==> config.mk <==
export PLATFORM = sky130hd
export DESIGN_NAME = cit_ram
export DESIGN_NICKNAME = d
export VERILOG_FILES = /design/src/sv/cit_ram.sv
export SDC_FILE = /design/constraint.sdc
export NUM_CORES = 1
export LEC_CHECK = 0
export BUFFER_PORTS_ARGS = -buffer_cell sky130_fd_sc_hd__buf_2
export CORE_MARGIN = 1.5
export CORE_UTILIZATION = 45
export CTS_CLUSTER_DIAMETER = 50
export CTS_CLUSTER_SIZE = 14
export DETAILED_ROUTE_END_ITERATION = 6
export PLACE_DENSITY = 0.72
export SYNTH_ARGS = -nofsm -noshare
export SYNTH_HDL_FRONTEND = slang
export SYNTH_SLANG_ARGS = --single-unit
==> constraint.sdc <==
create_clock -name clk -period 2.96 [get_ports clk]
set_input_delay 0.148 -clock clk [delete_from_list [all_inputs] [get_ports clk]]
set_output_delay 0.148 -clock clk [all_outputs]
set_load 0.02 [all_outputs]
==> src/sv/cit_ram.sv <==
// ----------------------------------------------------------------------------
// cit_ram
// Generic single-port-write, single-read RAM with registered read data.
// ----------------------------------------------------------------------------
module cit_ram #(
  parameter int WIDTH = 8,
  parameter int DEPTH = 16
) (
  input  logic                     clk,
  input  logic                     we,
  input  logic [$clog2(DEPTH)-1:0] waddr,
  input  logic [WIDTH-1:0]         wdata,
  input  logic [$clog2(DEPTH)-1:0] raddr,
  output logic [WIDTH-1:0]         rdata
);
  logic [WIDTH-1:0] mem [DEPTH];

  // write port and registered read port
  always_ff @(posedge clk) begin
    if (we) begin
      mem[waddr] <= wdata;
    end
    rdata <= mem[raddr];
  end
endmodule

==> flow_summary.yaml, run 1 <==
detailed_routing:
  viasPerCell: 5.55
  drc: 0
  ant_nets: 0
  routedWlPerCell_um: 22.1
  dr.pass1.iters: 4
  drt-total-wl_um: 9340
  vias: 2343
  drtIter0Drc: 208
timing:
  relSlewSlack: 0.335
  setup_viol: 0
  finalMaxSlewViolations: 0
  hold_viol_final: 0
  fmax_mhz: 699
  rsz0062_at_grt: "no"
  worst_pin_slew_ps: 994
  fin_crit_sh: 0.483
  clock_skew_ps: 10.4
  tns_ps: 0
  finalCriticalPeriod_ps: 1430
yosys:
  synth_area_um2: 5150
  synth_seq_area_share: 0.778
  netlist_instances: 229
  synth.area.top_cells: "edfxtp_1 (75%), mux4_2 (7.9%), mux4_1 (7.1%)"
  netlist.area_leader.share: 0.747
  yosysTopAreaCell: "edfxtp_1"
  syn_avg_cell_area_um2: 22.5
  ys_warn_count: 0
  synth_cell_types: 19
  ys_ff_latch: 136
  syn-num-nets: 247
finish:
  multi_input_area_um2: 1060
  regArea_um2: 4000
  drive_gt1_frac: 0.284
  fillCellCount: 819
  final_common_cell: "edfxtp_1"
  final_area_um2: 5970
  final_cell_mix: "edfxtp_1 (128), buf_2 (25), mux4_2 (18)"
  nets: 287
  areaGrowthSynthToFinish_pct: 16.0
  n_antenna_cell: 0
run_status:
  status: "finished, final reports clean"
global_routing:
  use_met2: 0.280
  antenna_found_initial: 0
  grt_pass1_wl_um: 14200
  use_met1: 0.225
  overflow: 0
  track_usage: 0.176
  grt_pass1_vias: 2390
  top_usage_layer: "met2"
  grt_max_degree: 33
  met3_usage: 0.0616
floorplan:
  die_area_um2: 12100
  die_w_um: 110
  ios: 26
  start_util: 0.469
  core_area_um2: 11000
  die_y_um: 110
  core.rowCount: 38
setup_path:
  cp_data_required_time_ps: 3250
  crit_path_start_kind: "flop"
  cp.buffers_inverters: 0
  crit_fanout: 1
  cp.arrival_ps: 1720
  crit_type: "flop to flop"
  critPathMaxStageDelay_ps: 520
  path_cells: "mux4_1 -> a22oi_1 -> nand2_1"
  crit_family: "multiplexers"
  crit_path_top_delay_cell: "mux4_1"
  worst_setup_path_end_kind: "flop"
  r2r_slack_ps: 1530
clock_tree:
  clock_path_buffers: 2
  htree_levels: 4
  numCtsBuffers: 17
  clkTransAtPathRegs_ps: 60
  clock_latency_ps: 410
  ctsResizeCount: 0
  root_buffer: "clkbuf_16"
  cts_tree: "built"
  clock_sinks: 136
  holdBufCountCts: 0
  postCtsSetupBuffers: 0
placed_design:
  portBuffers: 25
  hpwl_um: 5690
  place.gp.congestion: 0.735
  place_area_um2: 5420
hold_path:
  hold_path_class: "input pin to flop"
power:
  vdd_ir_drop_max_mv: 0.473
  p_leak_nw: 2.00
  powerDensity_nw_per_um2: 718
flow_run:
  drv_cap: 0
-- state kept, by name, summed over array words and instances (netlist names) --
| register | cells |
|---|---|
| mem | 128 |
| rdata | 8 |
-- routing by layer --
| metal | up-vias | wire length [um] |
|---|---|---|
| li1 | 1053 | - |
| met1 | 1221 | 3960 |
| met2 | 60 | 4740 |
| met3 | 9 | 495 |
| met4 | 0 | 142 |
| met5 | - | 0 |
-- cells in the mapped netlist, drive strengths merged --
cell and number:
nor3 4, and2b 1, nor2b 1, a22oi 16, nor2 13, and2 1
nand2b 2, edfxtp 128, nand3b 2, dfxtp 8, buf 7, mux4 32
clkdlybuf4s25 3, or3b 1, nand3 1, nand2 9
-- area by class of cell --
cell class	instances	share of cell area
sequential	136	0.671
multi-input combinational	83	0.177
clock buffer	20	0.0748
timing repair buffer	31	0.0306
tap	140	0.0293
clock inverter	12	0.0174
-- worst register-to-register path, delay by kind of cell, from the launching register on --
family / cells / cell delay, ps
compound gates: 1 / 340
flops: 1 / 360
mux: 1 / 520
simple gates: 1 / 90
-- kinds of logic (layout without fill, tap and decap cells) --
logic type,count (synthesis),count (layout),share of synthesized area
flops,136,136,0.778
simple gates,35,35,0.0318
compound gates,16,16,0.0233
mux,32,32,0.150
buf+inv,10,63,0.0168
-- power by group --
part	leakage (nW)	internal [W]	switching (W)	total, W
sequential	1.22	0.00215	0.0000116	0.00217
clock	0.266	0.00117	0.000752	0.00192
combinational	0.506	0.0000805	0.000120	0.000201
-- path summary, 6_finish.rpt --
kind / start / to / cells after the start
worst min-delay path: wdata[1] / mem[1][1] / 1
worst max-delay path: mem[1][0] / rdata[0] / 3
worst max register to register: mem[1][0] / rdata[0] / 3
worst min register to register: mem[15][5] / rdata[5] / 3
-- per-stage QoR --
stage / setup slack [ps] / total power [W] / hold WS [ps] / cells / utilization
global route: 1480 / 0.00442 / 119 / 422 / 0.544
global placement: 1150 / 0.00240 / 533 / 390 / 0.493
CTS: 1540 / 0.00432 / 114 / 422 / 0.544
floorplan: 1320 / 0.00233 / 247 / 229 / -
detailed placement: 1130 / 0.00241 / 549 / 390 / 0.493
finish: 1530 / 0.00429 / 119 / 422 / 0.544
Power figures use the tool's default switching activity.
==> run 2, diff against run 1 <==
- ABC_AREA: not set -> 1
- PLACE_DENSITY: 0.72 -> 0.71
- clock period: 2.96 -> 1.5 ns (I/O delays scaled with it)
==> run 2 against run 1 <==
  * Setup slack got worse by 1100 ps
  * Highest routed layer unchanged
  * Die area grew 12%
  * Clock power increased by 110%
  * Synthesized cell count up 140%
  * Final cell count grew 85%
  * Combinational power rose to 2.7 times the previous value
==> flow_summary.yaml, run 2 <==
placed_design:
  portBuffers: 25
  place_area_um2: 6160
  place.gp.congestion: 0.819
  pre_cts_ws_ps: 254
  hpwl_um: 7590
  dp_cells: 748
power:
  powerDensity_nw_per_um2: 1320
  combPwrFrac: 0.060
  pwr-share-clk: 0.460
  p_leak_nw: 2.93
  power_frac_seq: 0.480
  vdd_ir_drop_max_mv: 0.783
  intPower_w: 0.00700
  p_switching_w: 0.00191
  sw_frac_of_total: 0.214
yosys:
  synthMostInstantiatedCell: "nand2_1"
  synth-compound-area-share: 0
  async_flop_share: 0
  synth_area_um2: 5770
  synth_xor_area_frac: 0
  synthSimpleGateAreaFrac: 0.210
  syn-num-nets: 569
  synth_seq_area_share: 0.694
  ys_warn_count: 0
  synthTopCellsByCount: "nand2_1 (173), edfxtp_1 (128), inv_1 (100)"
  synth.area.top_cells: "edfxtp_1 (67%), nand2_1 (11%), nand3_1 (8.4%)"
  synth_top_family_by_area: "simple AND/OR/NAND/NOR gates"
  synth_edf_count: 128
  yosysTopAreaCell: "edfxtp_1"
  netlist.area_leader.share: 0.667
  synth_cell_types: 12
  synth-adder-area-share: 0
  netlist_instances: 551
  ys_ff_latch: 136
  ys.flop_type: "edfxtp_1"
  muxShareOfSynthArea: 0
  syn_avg_cell_area_um2: 10.5
floorplan:
  core_area_um2: 12600
  core.rowCount: 41
  die_w_um: 116
  ios: 26
  die_area_um2: 13500
  die_y_um: 116
  start_util: 0.459
run_status:
  status: "finished, final reports clean"
detailed_routing:
  vias: 3836
  dr.pass1.iters: 5
  drtIter0Drc: 387
  drc: 0
  ant_nets: 0
  drt-total-wl_um: 12300
  viasPerCell: 4.92
  routedWlPerCell_um: 15.8
finish:
  fillCellCount: 1089
  largest_reg_flops: 128
  top_register: "mem"
  final_cell_mix: "nand2_1 (173), edfxtp_1 (128), inv_1 (100)"
  areaGrowthSynthToFinish_pct: 16.9
  n_antenna_cell: 0
  final_cells: 780
  final_area_um2: 6740
  nets: 613
  drive_gt1_frac: 0.128
  final_common_cell: "nand2_1"
  reg.largest.list: "mem (128), rdata (8)"
global_routing:
  grt_max_degree: 65
  grt_pass1_vias: 3943
  grt_pass1_wl_um: 19800
  overflow: 0
  antenna_found_initial: 0
  track_usage: 0.203
setup_path:
  crit_type: "flop to output port"
  cp_data_required_time_ps: 1420
  crit_path_top_delay_cell: "dfxtp_1"
  r2r_slack_ps: 520
  cp.arrival_ps: 970
  worst_setup_path_end_kind: "output port"
  cp.buffers_inverters: 1
  crit_path_start_kind: "flop"
  crit_family: "flip-flops"
  crit_fanout: 1
  path_cells: "buf_2"
  critPathMaxStageDelay_ps: 370
clock_tree:
  clock_latency_ps: 420
  clock_sinks: 136
  ctsResizeCount: 0
  htree_levels: 4
  clock_path_buffers: 2
  clkTransAtPathRegs_ps: 50
  postCtsSetupBuffers: 0
  numCtsBuffers: 17
  root_buffer: "clkbuf_16"
  cts_tree: "built"
  holdBufCountCts: 0
timing:
  hold_viol_final: 0
  fmax_mhz: 953
  setup_viol: 0
  relSlewSlack: 0.598
  finalCriticalPeriod_ps: 1050
  timing.hold.ws_ps: 38.9
  fin_crit_sh: 0.700
  rsz0062_at_grt: "no"
  worst_pin_slew_ps: 603
  fin_ws_ps: 450
  tns_ps: 0
  clock_skew_ps: 8.22
  finalMaxSlewViolations: 0
flow_run:
  drv_cap: 0
hold_path:
  hold_path_class: "input pin to flop"
run 2: routing by layer:
metal  track usage  share of wire
met4        0.0927          0.023
met3        0.0529          0.055
met1         0.246           0.42
met2         0.342           0.50
met5             0              0
run 2: through the flow:
step,util,power (W)
after global placement,0.490,0.00487
final,0.537,0.00891
after floorplan,-,0.00468
after global routing,0.537,0.00916
after CTS,0.537,0.00895
after detailed placement,0.490,0.00489
run 2: kinds of logic (layout without fill, tap and decap cells):
family | after synthesis | count (layout)
buf+inv | 126 | 183
simple gates | 289 | 289
flops | 136 | 136
run 2: final timing paths:
path | end | from | cells past startpoint
worst max-delay path | rdata[6] | rdata[6] | 1
worst min-delay path | rdata[7] | raddr[3] | 3
worst max register to register | rdata[3] | mem[7][3] | 6
worst min register to register | rdata[7] | mem[11][7] | 6
run 2: power by group through the flow:
| stage | clock network [W] | registers, W | logic, W |
|---|---|---|---|
| floorplan | 0 | 0.00438 | 0.000300 |
| global placement | 0 | 0.00435 | 0.000521 |
| detailed placement | 0 | 0.00436 | 0.000537 |
| CTS | 0.00413 | 0.00428 | 0.000540 |
| global route | 0.00428 | 0.00428 | 0.000601 |
| finish | 0.00409 | 0.00428 | 0.000535 |
run 2: final cells by class:
type	count	area (um^2)	share of cell area
clock inverter	14	156	0.0232
clock buffer	18	429	0.0636
inverter	102	383	0.0568
multi-input combinational	289	1210	0.180
timing repair buffer	49	343	0.0508
sequential	136	4000	0.594
tap	172	215	0.0319
run 2: tightest hold or removal path, cell delays in order:
cell and delay, ps:
buf_2 180, nand3_1 110, nand2_1 40
